==> src/design/prt_pkg.sv <==
`default_nettype none
// ----------------------------------------------------------------------------
// prt_pkg
// shared types and constants for the pending reply table
// ----------------------------------------------------------------------------
package prt_pkg;

    localparam int unsigned ENTRIES_DEFAULT = 2;
    localparam logic [31:0] DEFAULT_TIMEOUT_RESET = 32'd20000;

    typedef logic [2:0] opcode_t;

    localparam opcode_t OP_ALLOC   = 3'd0;
    localparam opcode_t OP_RELEASE = 3'd1;
    localparam opcode_t OP_MATCH   = 3'd2;
    localparam opcode_t OP_TICK    = 3'd3;
    localparam opcode_t OP_POLL    = 3'd4;
    localparam opcode_t OP_CLEAR   = 3'd5;

    typedef logic [1:0] status_t;

    localparam status_t STATUS_OK   = 2'd0;
    localparam status_t STATUS_FULL = 2'd1;
    localparam status_t STATUS_NONE = 2'd2;

    typedef enum logic [0:0] {
        S_IDLE,
        S_RESP
    } state_t;

    typedef struct packed {
        logic execute;
    } prt_cmd_t;

endpackage
`default_nettype wire

==> src/design/pending_reply_table.sv <==
`default_nettype none
// ----------------------------------------------------------------------------
// pending_reply_table
// table of outstanding calls awaiting replies, with per-entry timeouts
// ----------------------------------------------------------------------------
// usage:
//   s_axis carries one operation word: opcode in tuser, serial, message id,
//   timeout and the two flags in tdata. m_axis returns one result word per
//   operation: status in tuser, found serial and message id in tdata.
//   cfg_valid/cfg_data write the default timeout; write it only while idle.
//   the result word is valid in the cycle after the operation word is
//   taken. the controller takes a new word only after the previous result
//   word has been taken. all entries are compared in parallel, so the
//   execute step does not depend on ENTRIES.
//   reset: all entries free, default timeout 20000 ticks.
//   a stalled receiver holds the result word and keeps s_axis_tready low.
// ----------------------------------------------------------------------------
module pending_reply_table #(
    parameter int unsigned ENTRIES = prt_pkg::ENTRIES_DEFAULT
) (
    input  wire logic         clk,
    input  wire logic         rst_n,
    input  wire logic         s_axis_tvalid,
    output logic              s_axis_tready,
    // serial[31:0], message_id[63:32], timeout_ticks[95:64],
    // no_reply_expected[96], is_method_call[97], zero pad
    input  wire logic [103:0] s_axis_tdata,
    // opcode[2:0]
    input  wire logic [2:0]   s_axis_tuser,
    output logic              m_axis_tvalid,
    input  wire logic         m_axis_tready,
    // found_serial[31:0], found_message_id[63:32]
    output logic [63:0]       m_axis_tdata,
    // status[1:0]
    output logic [1:0]        m_axis_tuser,
    input  wire logic         cfg_valid,
    output logic              cfg_ready,
    input  wire logic [31:0]  cfg_data
);
    import prt_pkg::*;

    prt_cmd_t    cmd;
    status_t     status;
    logic [31:0] found_serial;
    logic [31:0] found_message_id;

    assign cfg_ready = 1'b1;

    prt_ctrl u_ctrl (
        .clk           (clk),
        .rst_n         (rst_n),
        .s_axis_tvalid (s_axis_tvalid),
        .s_axis_tready (s_axis_tready),
        .m_axis_tvalid (m_axis_tvalid),
        .m_axis_tready (m_axis_tready),
        .cmd           (cmd)
    );

    prt_datapath #(
        .ENTRIES (ENTRIES)
    ) u_datapath (
        .clk               (clk),
        .rst_n             (rst_n),
        .cmd               (cmd),
        .opcode            (s_axis_tuser),
        .serial            (s_axis_tdata[31:0]),
        .message_id        (s_axis_tdata[63:32]),
        .timeout_ticks     (s_axis_tdata[95:64]),
        .no_reply_expected (s_axis_tdata[96]),
        .is_method_call    (s_axis_tdata[97]),
        .cfg_write         (cfg_valid & cfg_ready),
        .cfg_data          (cfg_data),
        .status            (status),
        .found_serial      (found_serial),
        .found_message_id  (found_message_id)
    );

    assign m_axis_tuser = status;
    assign m_axis_tdata = {found_message_id, found_serial};

endmodule
`default_nettype wire

==> src/design/prt_ctrl.sv <==
`default_nettype none
// ----------------------------------------------------------------------------
// prt_ctrl
// handshake controller: takes one word, then holds the result until taken
// ----------------------------------------------------------------------------
module prt_ctrl (
    input  wire logic            clk,
    input  wire logic            rst_n,
    input  wire logic            s_axis_tvalid,
    output logic                 s_axis_tready,
    output logic                 m_axis_tvalid,
    input  wire logic            m_axis_tready,
    output prt_pkg::prt_cmd_t    cmd
);
    import prt_pkg::*;

    state_t state_reg;
    state_t state_next;

    always_ff @(posedge clk or negedge rst_n)
    begin
        if (!rst_n)
        begin
            state_reg <= S_IDLE;
        end
        else
        begin
            state_reg <= state_next;
        end
    end

    always_comb
    begin
        state_next = state_reg;
        case (state_reg)
            S_IDLE:
            begin
                if (s_axis_tvalid)
                begin
                    state_next = S_RESP;
                end
            end
            S_RESP:
            begin
                if (m_axis_tready)
                begin
                    state_next = S_IDLE;
                end
            end
            default:
            begin
                state_next = S_IDLE;
            end
        endcase
    end

    always_comb
    begin
        s_axis_tready = 1'b0;
        m_axis_tvalid = 1'b0;
        cmd.execute   = 1'b0;
        case (state_reg)
            S_IDLE:
            begin
                s_axis_tready = 1'b1;
                cmd.execute   = s_axis_tvalid;
            end
            S_RESP:
            begin
                m_axis_tvalid = 1'b1;
            end
            default:
            begin
                s_axis_tready = 1'b0;
            end
        endcase
    end

endmodule
`default_nettype wire

==> src/design/prt_datapath.sv <==
`default_nettype none
// ----------------------------------------------------------------------------
// prt_datapath
// entry storage, parallel serial and timeout compares, result register
// ----------------------------------------------------------------------------
module prt_datapath #(
    parameter int unsigned ENTRIES = prt_pkg::ENTRIES_DEFAULT
) (
    input  wire logic              clk,
    input  wire logic              rst_n,
    input  wire prt_pkg::prt_cmd_t cmd,
    input  wire prt_pkg::opcode_t  opcode,
    input  wire logic [31:0]       serial,
    input  wire logic [31:0]       message_id,
    input  wire logic [31:0]       timeout_ticks,
    input  wire logic              no_reply_expected,
    input  wire logic              is_method_call,
    input  wire logic              cfg_write,
    input  wire logic [31:0]       cfg_data,
    output prt_pkg::status_t       status,
    output logic [31:0]            found_serial,
    output logic [31:0]            found_message_id
);
    import prt_pkg::*;

    logic [31:0] serial_reg     [ENTRIES];
    logic [31:0] serial_next    [ENTRIES];
    logic [31:0] mid_reg        [ENTRIES];
    logic [31:0] mid_next       [ENTRIES];
    logic [31:0] timeout_reg    [ENTRIES];
    logic [31:0] timeout_next   [ENTRIES];
    logic [31:0] elapsed_reg    [ENTRIES];
    logic [31:0] elapsed_next   [ENTRIES];
    logic [31:0] dflt_tmo_reg;

    status_t     status_reg;
    status_t     status_next;
    logic [31:0] fser_reg;
    logic [31:0] fser_next;
    logic [31:0] fmid_reg;
    logic [31:0] fmid_next;

    logic [ENTRIES-1:0] free_vec;
    logic [ENTRIES-1:0] hit_vec;
    logic [ENTRIES-1:0] exp_vec;
    logic [ENTRIES-1:0] free_sel;
    logic [ENTRIES-1:0] hit_sel;
    logic [ENTRIES-1:0] exp_sel;
    logic [31:0]        hit_mid;
    logic [31:0]        exp_mid;
    logic [31:0]        exp_ser;
    logic [31:0]        new_tmo;

    function automatic logic [ENTRIES-1:0] lowest_one(input logic [ENTRIES-1:0] vec);
        logic [ENTRIES-1:0] res;
        logic               seen;
        res  = '0;
        seen = 1'b0;
        for (int i = 0; i < ENTRIES; i++)
        begin
            if (vec[i] && !seen)
            begin
                res[i] = 1'b1;
                seen   = 1'b1;
            end
        end
        return res;
    endfunction

    // parallel compares over all entries
    always_comb
    begin
        for (int i = 0; i < ENTRIES; i++)
        begin
            free_vec[i] = (serial_reg[i] == 32'd0);
            hit_vec[i]  = (serial != 32'd0) && (serial_reg[i] == serial);
            exp_vec[i]  = (serial_reg[i] != 32'd0) && (elapsed_reg[i] > timeout_reg[i]);
        end
    end

    assign free_sel = lowest_one(free_vec);
    assign hit_sel  = lowest_one(hit_vec);
    assign exp_sel  = lowest_one(exp_vec);
    assign new_tmo  = (timeout_ticks != 32'd0) ? timeout_ticks : dflt_tmo_reg;

    always_comb
    begin
        hit_mid = '0;
        exp_mid = '0;
        exp_ser = '0;
        for (int i = 0; i < ENTRIES; i++)
        begin
            if (hit_sel[i])
            begin
                hit_mid = hit_mid | mid_reg[i];
            end
            if (exp_sel[i])
            begin
                exp_mid = exp_mid | mid_reg[i];
                exp_ser = exp_ser | serial_reg[i];
            end
        end
    end

    always_comb
    begin
        serial_next  = serial_reg;
        mid_next     = mid_reg;
        timeout_next = timeout_reg;
        elapsed_next = elapsed_reg;
        status_next  = status_reg;
        fser_next    = fser_reg;
        fmid_next    = fmid_reg;
        if (cmd.execute)
        begin
            status_next = STATUS_OK;
            fser_next   = '0;
            fmid_next   = '0;
            case (opcode)
                OP_ALLOC:
                begin
                    if (!no_reply_expected)
                    begin
                        if (free_vec == '0)
                        begin
                            status_next = STATUS_FULL;
                        end
                        else
                        begin
                            for (int i = 0; i < ENTRIES; i++)
                            begin
                                if (free_sel[i])
                                begin
                                    serial_next[i]  = serial;
                                    mid_next[i]     = message_id;
                                    timeout_next[i] = new_tmo;
                                    elapsed_next[i] = '0;
                                end
                            end
                        end
                    end
                end
                OP_RELEASE:
                begin
                    if (is_method_call && (hit_vec != '0))
                    begin
                        for (int i = 0; i < ENTRIES; i++)
                        begin
                            if (hit_sel[i])
                            begin
                                serial_next[i] = '0;
                            end
                        end
                    end
                    else
                    begin
                        status_next = STATUS_NONE;
                    end
                end
                OP_MATCH:
                begin
                    if (hit_vec != '0)
                    begin
                        fmid_next = hit_mid;
                        for (int i = 0; i < ENTRIES; i++)
                        begin
                            if (hit_sel[i])
                            begin
                                serial_next[i] = '0;
                            end
                        end
                    end
                    else
                    begin
                        status_next = STATUS_NONE;
                    end
                end
                OP_TICK:
                begin
                    // saturating, free entries count too
                    for (int i = 0; i < ENTRIES; i++)
                    begin
                        if (elapsed_reg[i] != '1)
                        begin
                            elapsed_next[i] = elapsed_reg[i] + 32'd1;
                        end
                    end
                end
                OP_POLL:
                begin
                    if (exp_vec != '0)
                    begin
                        fser_next = exp_ser;
                        fmid_next = exp_mid;
                        for (int i = 0; i < ENTRIES; i++)
                        begin
                            if (exp_sel[i])
                            begin
                                serial_next[i] = '0;
                            end
                        end
                    end
                    else
                    begin
                        status_next = STATUS_NONE;
                    end
                end
                OP_CLEAR:
                begin
                    for (int i = 0; i < ENTRIES; i++)
                    begin
                        serial_next[i]  = '0;
                        mid_next[i]     = '0;
                        timeout_next[i] = '0;
                        elapsed_next[i] = '0;
                    end
                end
                default:
                begin
                    status_next = STATUS_OK;
                end
            endcase
        end
    end

    always_ff @(posedge clk or negedge rst_n)
    begin
        if (!rst_n)
        begin
            for (int i = 0; i < ENTRIES; i++)
            begin
                serial_reg[i]  <= '0;
                mid_reg[i]     <= '0;
                timeout_reg[i] <= '0;
                elapsed_reg[i] <= '0;
            end
            dflt_tmo_reg <= DEFAULT_TIMEOUT_RESET;
        end
        else
        begin
            serial_reg  <= serial_next;
            mid_reg     <= mid_next;
            timeout_reg <= timeout_next;
            elapsed_reg <= elapsed_next;
            if (cfg_write)
            begin
                dflt_tmo_reg <= cfg_data;
            end
        end
    end

    // result word
    always_ff @(posedge clk or negedge rst_n)
    begin
        if (!rst_n)
        begin
            status_reg <= STATUS_OK;
            fser_reg   <= '0;
            fmid_reg   <= '0;
        end
        else
        begin
            status_reg <= status_next;
            fser_reg   <= fser_next;
            fmid_reg   <= fmid_next;
        end
    end

    assign status           = status_reg;
    assign found_serial     = fser_reg;
    assign found_message_id = fmid_reg;

endmodule
`default_nettype wire

==> config.mk <==
export PLATFORM = sky130hd
export DESIGN_NAME = pending_reply_table
export DESIGN_NICKNAME = d
export VERILOG_FILES = /design/src/design/prt_pkg.sv /design/src/design/pending_reply_table.sv /design/src/design/prt_ctrl.sv /design/src/design/prt_datapath.sv
export SDC_FILE = /design/constraint.sdc
export NUM_CORES = 1
export LEC_CHECK = 0
export BUFFER_PORTS_ARGS = -buffer_cell sky130_fd_sc_hd__buf_4
export CORE_AREA = 2 2 206 208
export DETAILED_ROUTE_END_ITERATION = 10
export DIE_AREA = 0 0 208 210
export HOLD_SLACK_MARGIN = 0.12
export PLACE_DENSITY = 0.68
export SLEW_MARGIN = 20
export SYNTH_ARGS = -nofsm -noshare
export SYNTH_HDL_FRONTEND = slang
export SYNTH_SLANG_ARGS = --single-unit
==> constraint.sdc <==
create_clock -name clk -period 3.2 [get_ports clk]
set_input_delay 0.64 -clock clk [delete_from_list [all_inputs] [get_ports clk]]
set_output_delay 0.64 -clock clk [all_outputs]
set_load 0.1 [all_outputs]
=== Yosys cells after proc, flatten, opt, wreduce, memory -nomap -nowiden ===
Index checks and enable logic that the tools add are counted.
W data, S select, Z words.

* Add/sub/neg operators: 2
* Order comparisons: 2
* Eq/ne operators: 20
* Multiplexer cells: 59
* Bitwise logic cells: 4
* Reduce and logical (&&, ||, !) cells: 30

{| class="wikitable"
|+ Operators by type and width
! cell !! number
|-
| $mux W32 || 25
|-
| $mux W64 || 11
|-
| $pmux W64 S5 || 1
|-
| $pmux W64 S2 || 2
|-
| $pmux W64 S3 || 1
|-
| $reduce_bool A32 Y1 || 4
|-
| $or A32 B32 Y32 || 3
|-
| $add A32 B1 Y32 const B || 2
|-
| $eq A32 B32 Y1 || 2
|-
| $gt A32 B32 Y1 || 2
|-
| $logic_not A32 Y1 || 2
|-
| $ne A32 B32 Y1 const B || 2
|-
| $pmux W32 S2 || 1
|-
| $ne A2 B1 Y1 const B || 9
|-
| $reduce_and A9 Y1 || 2
|-
| $mux W1 || 12
|-
| $reduce_and A6 Y1 || 2
|-
| $reduce_and A5 Y1 || 2
|-
| $logic_and A1 B1 Y1 || 8
|-
| $mux W2 || 4
|-
| $pmux W2 S4 || 1
|-
| $eq A3 B2 Y1 const B || 2
|-
| $eq A3 B3 Y1 const B || 2
|-
| $reduce_bool A2 Y1 || 3
|-
| other kinds (9) || 12
|}

* Register bits: 355
* Input port bits: 144
* Output and inout port bits: 69
* Logic and storage cells: 130

=== Depth between registers and ports, before layout ===
* Depth after elaboration: 9
* Depth in mapped cells: 12
* Depth with buffers taken out: 10

=== By module ===
Synthesis repeated with hierarchy kept, for this count alone.

* Cell total of the unflattened synthesis: 1946
* Area total of the unflattened synthesis: 18616.6 sq um

{| class="wikitable"
|+ By module, submodules not included
! module !! times used !! cells each !! area each (sq um) !! sequential area each (sq um)
|-
| prt_datapath || 1 || 1940 || 18560.3 || 8864.8
|-
| prt_ctrl || 1 || 4 || 45.0 || 25.0
|-
| pending_reply_table || 1 || 2 || 11.3 || 0.0
|}

=== Least setup slack after synthesis ===
No wires, ideal clock.

* Path kind: register -> register
* Start: register u_ctrl.state_reg
* End: register u_datapath.elapsed_reg[28] in the netlist's numbering
* Setup time: 78 ps
* Data arrival time: 3334 ps
* Data required time: 3122 ps
* Path slack: -212 ps
* Stages on the path, launching flop included: 9
* Buffers on the path: 1
* Clock period less this slack: 3412 ps
* Cells stage by stage: dfrtp_1 > inv_1 > nand2_1 > a221oi_1 > o21ai_1 > or4_1 > clkbuf_1 > or3_1 > a21oi_1

* Longest elaborated chain between the ends: 2

{| class="wikitable"
|+ Ends and longest elaborated chain
! what !! line !! RTL
|-
| start: declaration || prt_ctrl.sv:17 || <nowiki>state_t state_reg;</nowiki>
|-
| start signal: assignment || prt_ctrl.sv:28 || <nowiki>state_reg <= state_next;</nowiki>
|-
| $mux W1 || prt_ctrl.sv:62 || <nowiki>case (state_reg)</nowiki>
|-
| $reduce_and A6 Y1 (no line) || -- ||
|-
| end signal: assignment || prt_datapath.sv:244 || <nowiki>elapsed_reg <= elapsed_next;</nowiki>
|-
| end: declaration || prt_datapath.sv:32 || <nowiki>logic [31:0] elapsed_reg [ENTRIES];</nowiki>
|}

Every way passes these cells.
A chain may end at the register's enable or synchronous reset.

=== Final worst setup path ===
* Start: register u_datapath.elapsed_reg[38] in the netlist's numbering
* End: register u_datapath.serial_reg[28] in the netlist's numbering

* Longest elaborated chain between the ends: 8
* Elaborated cells between the ends (all ways): 10
* Those cells by class: 1 x order compare; 2 x eq/ne; 2 x mux; 5 x reduce/logical

{| class="wikitable"
|+ Ends and longest elaborated chain
! what !! line !! RTL
|-
| $gt A32 B32 Y1 (*) || prt_datapath.sv:77 || <nowiki>exp_vec[i] = (serial_reg[i] != 32'd0) && (elapsed_reg[i] > timeout_reg[i]);</nowiki>
|-
| $logic_and A1 B1 Y1 (*) || prt_datapath.sv:77 ||
|-
| $mux W1 || prt_datapath.sv:61 || <nowiki>if (vec[i] && !seen)</nowiki>
|-
| $logic_not A1 Y1 || prt_datapath.sv:61 ||
|-
| $logic_and A1 B1 Y1 || prt_datapath.sv:61 ||
|-
| $mux W1 || prt_datapath.sv:61 ||
|-
| $ne A2 B1 Y1 (no line) || -- ||
|-
| $reduce_and A9 Y1 (no line) (*) || -- ||
|-
| end signal: assignment || prt_datapath.sv:241 || <nowiki>serial_reg <= serial_next;</nowiki>
|-
| end: declaration || prt_datapath.sv:26 || <nowiki>logic [31:0] serial_reg [ENTRIES];</nowiki>
|}

Every way passes the cells marked *; elsewhere a longest branch is shown, timed or not.

==> results.yml <==
status:
  status: "complete, no violations"
global_route:
  track_usage_pct: 24.04
  grt_max_degree: 129
  grt_pass1_wl_um: 85340
  grt_overflow_total: 0
  antenna_found_initial: 0
  grt_pass1_vias: 15840
power:
  p_total_uw: 13100
  p_leak_uw: 0.01034
  peakVddDrop_mv: 0.4128
  p_per_area_mw_per_mm2: 586.4
timing:
  skew_ns: 0.02512
  hold_viol: 0
  fin_hold_ws_ns: 0.2580
  fmax_mhz: 315.8
  period_needed_ns: 3.166
  fin_crit_sh_pct: 98.95
  max-slew-margin-rel_pct: 45.22
  finalSetupViolCount: 0
  slew_violations: 0
  tightest_slew_ns: 0.8217
drt:
  wirelength_met1_um: 23390
  antenna_left: 0
  via_per_inst: 5.784
  highest_layer: "met4"
  route.met2.wl_um: 25070
  dr.pass1.iters: 6
  drc: 0
  wl_um: 53110
  drtIter0Drc: 1213
  wl_per_cell_um: 19.63
  route.vias.total: 15650
  wl_met3_um: 3061
cts:
  cts_root_buffer: "clkbuf_16"
  ctsLongestPathBuffers: 3
  worstSkewPairLatency_ns: 0.57
  htreeDepth: 2
  numCtsBuffers: 40
  cts_tree: "built"
  clkSinkCount: 355
  path_clk_slew_ns: 0.06
finish:
  num_antenna_cells: 0
  nNetsFinal: 2346
  drive_gt1_share_pct: 19.34
  areaGrowthSynthToFinish_pct: 20.96
  utilization_pct: 53.84
floorplanning:
  ios: 213
  die_h_um: 210
  core_mm2: 0.04148
  start_util_pct: 44.51
  dieArea_mm2: 0.04368
  die_w_um: 208
  rows: 75
critical_path:
  path_buf_inv: 1
  crit_path_start_kind: "register"
  crit_fanout: 8
  cp.required_ns: 3.64
  rr_endpoint: "u_datapath.serial_reg[28]$_DFFE_PN0P_"
  rrSetupSlack_ns: 0.03
  crit_type: "register to register"
  crit_path_top_delay_cell: "dfrtp_1"
  worstPathCellList: "ha_1 -> a41oi_1 -> o21ai_0 -> a221o_1 -> o31a_1 -> o31a_4 -> nor2_4 -> o211ai_4 -> clkbuf_16 -> mux2_1"
  critPathArrivalTime_ns: 3.61
  ff2ff_path_depth: 10
  crit-reg2reg-launch: "u_datapath.elapsed_reg[38]$_DFFE_PN0P_"
  cp-end-kind: "register"
  cp_top_family: "compound AO/OA/AOI/OAI gates"
  slowest_delay_ns: 0.42
logic_synthesis:
  yosys_warnings: 0
  ys_seq_area_share_pct: 48.15
  yosysMostFrequentCell: "dfrtp_1"
  ys_types: 58
  synth_top_cell_by_area: "dfrtp_1"
  synthArstFlopShare_pct: 100.0
  synth_ff_type: "dfrtp_1"
  syn_nets: 2148
  synth_common_cells: "dfrtp_1, nand2_1, o21ai_0"
  syn_area_mm2: 0.01846
  synth_edf_count: 0
  synth_cells: 1938
  avgSynthCellArea_um2: 9.527
  synth_top_area_share_pct: 47.44
  synthTopCellsByArea: "dfrtp_1, o21ai_0, nand2_1, ha_1, a22oi_1"
  ys_ff_latch: 355
place:
  portBuffers: 205
  hpwl_um: 36950
  place_congestion: 0.9488
min_path:
  hp-start: "m_axis_tready"
  worstHoldPathCells: 2
  min_path_type: "input port to register"
  holdPathEnd: "u_ctrl.state_reg$_DFF_PN0_"
run:
  maxCapViolCount: 0
-- layout by cell type, fill, tap and decap left out, types with 4 or more instances in the layout --
cell | synthesis | final
a21o_1 | 35 | 35
a21oi_1 | 34 | 34
a22oi_1 | 97 | 97
a31oi_1 | 10 | 10
and3_1 | 14 | 14
and4_1 | 13 | 13
buf_12 | 0 | 12
buf_4 | 4 | 245
bufinv_16 | 0 | 4
clkbuf_1 | 84 | 9
clkbuf_16 | 0 | 43
clkbuf_8 | 0 | 8
clkinv_2 | 0 | 7
dfrtp_1 | 350 | 347
dfstp_2 | 5 | 5
ha_1 | 66 | 65
inv_1 | 78 | 77
mux2_1 | 37 | 37
mux2_2 | 60 | 60
nand2_1 | 314 | 310
nand2b_1 | 9 | 8
nand3_1 | 27 | 27
nand4_1 | 35 | 35
nor2_1 | 74 | 72
nor2b_1 | 37 | 36
nor3_1 | 19 | 19
nor4_1 | 71 | 70
o211ai_1 | 4 | 4
o21ai_0 | 265 | 264
o21bai_1 | 32 | 32
o31ai_1 | 9 | 9
o41ai_1 | 5 | 5
or3_1 | 5 | 5
xnor2_1 | 23 | 22
xor2_1 | 64 | 64
-- worst max path at each step --
stage	from	endpoint	slack [ns]	cells after the start
final	u_datapath.elapsed_reg[38]$_DFFE_PN0P_	u_datapath.serial_reg[28]$_DFFE_PN0P_	0.03	10
after global routing	u_datapath.elapsed_reg[38]$_DFFE_PN0P_	u_datapath.serial_reg[6]$_DFFE_PN0P_	-0.01	10
after CTS	u_datapath.serial_reg[16]$_DFFE_PN0P_	u_datapath.elapsed_reg[28]$_DFFE_PN0P_	0.07	7
after detailed placement	s_axis_tdata[19]	u_datapath.serial_reg[55]$_DFFE_PN0P_	-0.004	11
after global placement	s_axis_tdata[26]	u_datapath.serial_reg[44]$_DFFE_PN0P_	0.03	11
after floorplan	u_ctrl.state_reg$_DFF_PN0_	u_datapath.timeout_reg[30]$_DFFE_PN0P_	0.21	9
-- metal layers --
metal  vias to the layer above  track usage [%]
met2                       486            39.28
li1                       7293                -
met3                       102            4.276
met5                         -                0
met1                      7766            32.64
met4                         0            7.679
-- worst register-to-register path, stage by stage (launching register included) --
cell       delay [ns]
dfrtp_1          0.42
ha_1             0.36
a41oi_1          0.19
o21ai_0          0.12
a221o_1          0.39
o31a_1           0.31
o31a_4           0.33
nor2_4           0.22
o211ai_4         0.17
clkbuf_16        0.23
mux2_1           0.31
-- area by class of cell --
type | count | area (µm²)
Multi-Input combinational cell | 1397 | 8927
Fill cell | 3719 | 19140
Tap cell | 539 | 674.4
Clock inverter | 14 | 182.7
Clock buffer | 58 | 1170
Sequential cell | 355 | 8894
Timing Repair Buffer | 264 | 2188
Inverter | 78 | 296.5
-- repair_timing --
item,in CTS,in global routing
hold endpoints to repair,37,0
setup endpoints to repair,0,47
resized for setup,0,12
hold buffers,1,0
buffers inserted,0,1
-- cell families after synthesis --
kind of cell | after synthesis | synth area share [%]
and+or+nand+nor | 632 | 16.21
AOI/OAI and AO/OA | 514 | 17.04
DFF | 355 | 48.15
buffers and inverters | 186 | 4.066
muxes | 97 | 5.916
xor gates and xnor gates | 87 | 4.127
adders and majority gates | 66 | 4.473
other | 1 | 0.02031
-- power breakdown --
part / leakage (µW) / switching, µW / internal [µW]
Combinational: 0.00503 / 1380 / 956
Clock: 0.000668 / 1900 / 2870
Sequential: 0.00464 / 727 / 5270
Total: 0.0103 / 4010 / 9090
-- through the flow --
step                area [µm²]  instances  setup slack (ns)  setup TNS, ns
global route             22330       2705          -0.01334       -0.07487
global placement         20840       2628           0.02793              0
CTS                      22200       2701           0.06569              0
detailed placement       20840       2628         -0.003960      -0.003960
floorplan                18470       1938            0.2052              0
finish                   22330       2705           0.03360              0
No activity file was read; power rests on OpenSTA's default activity.
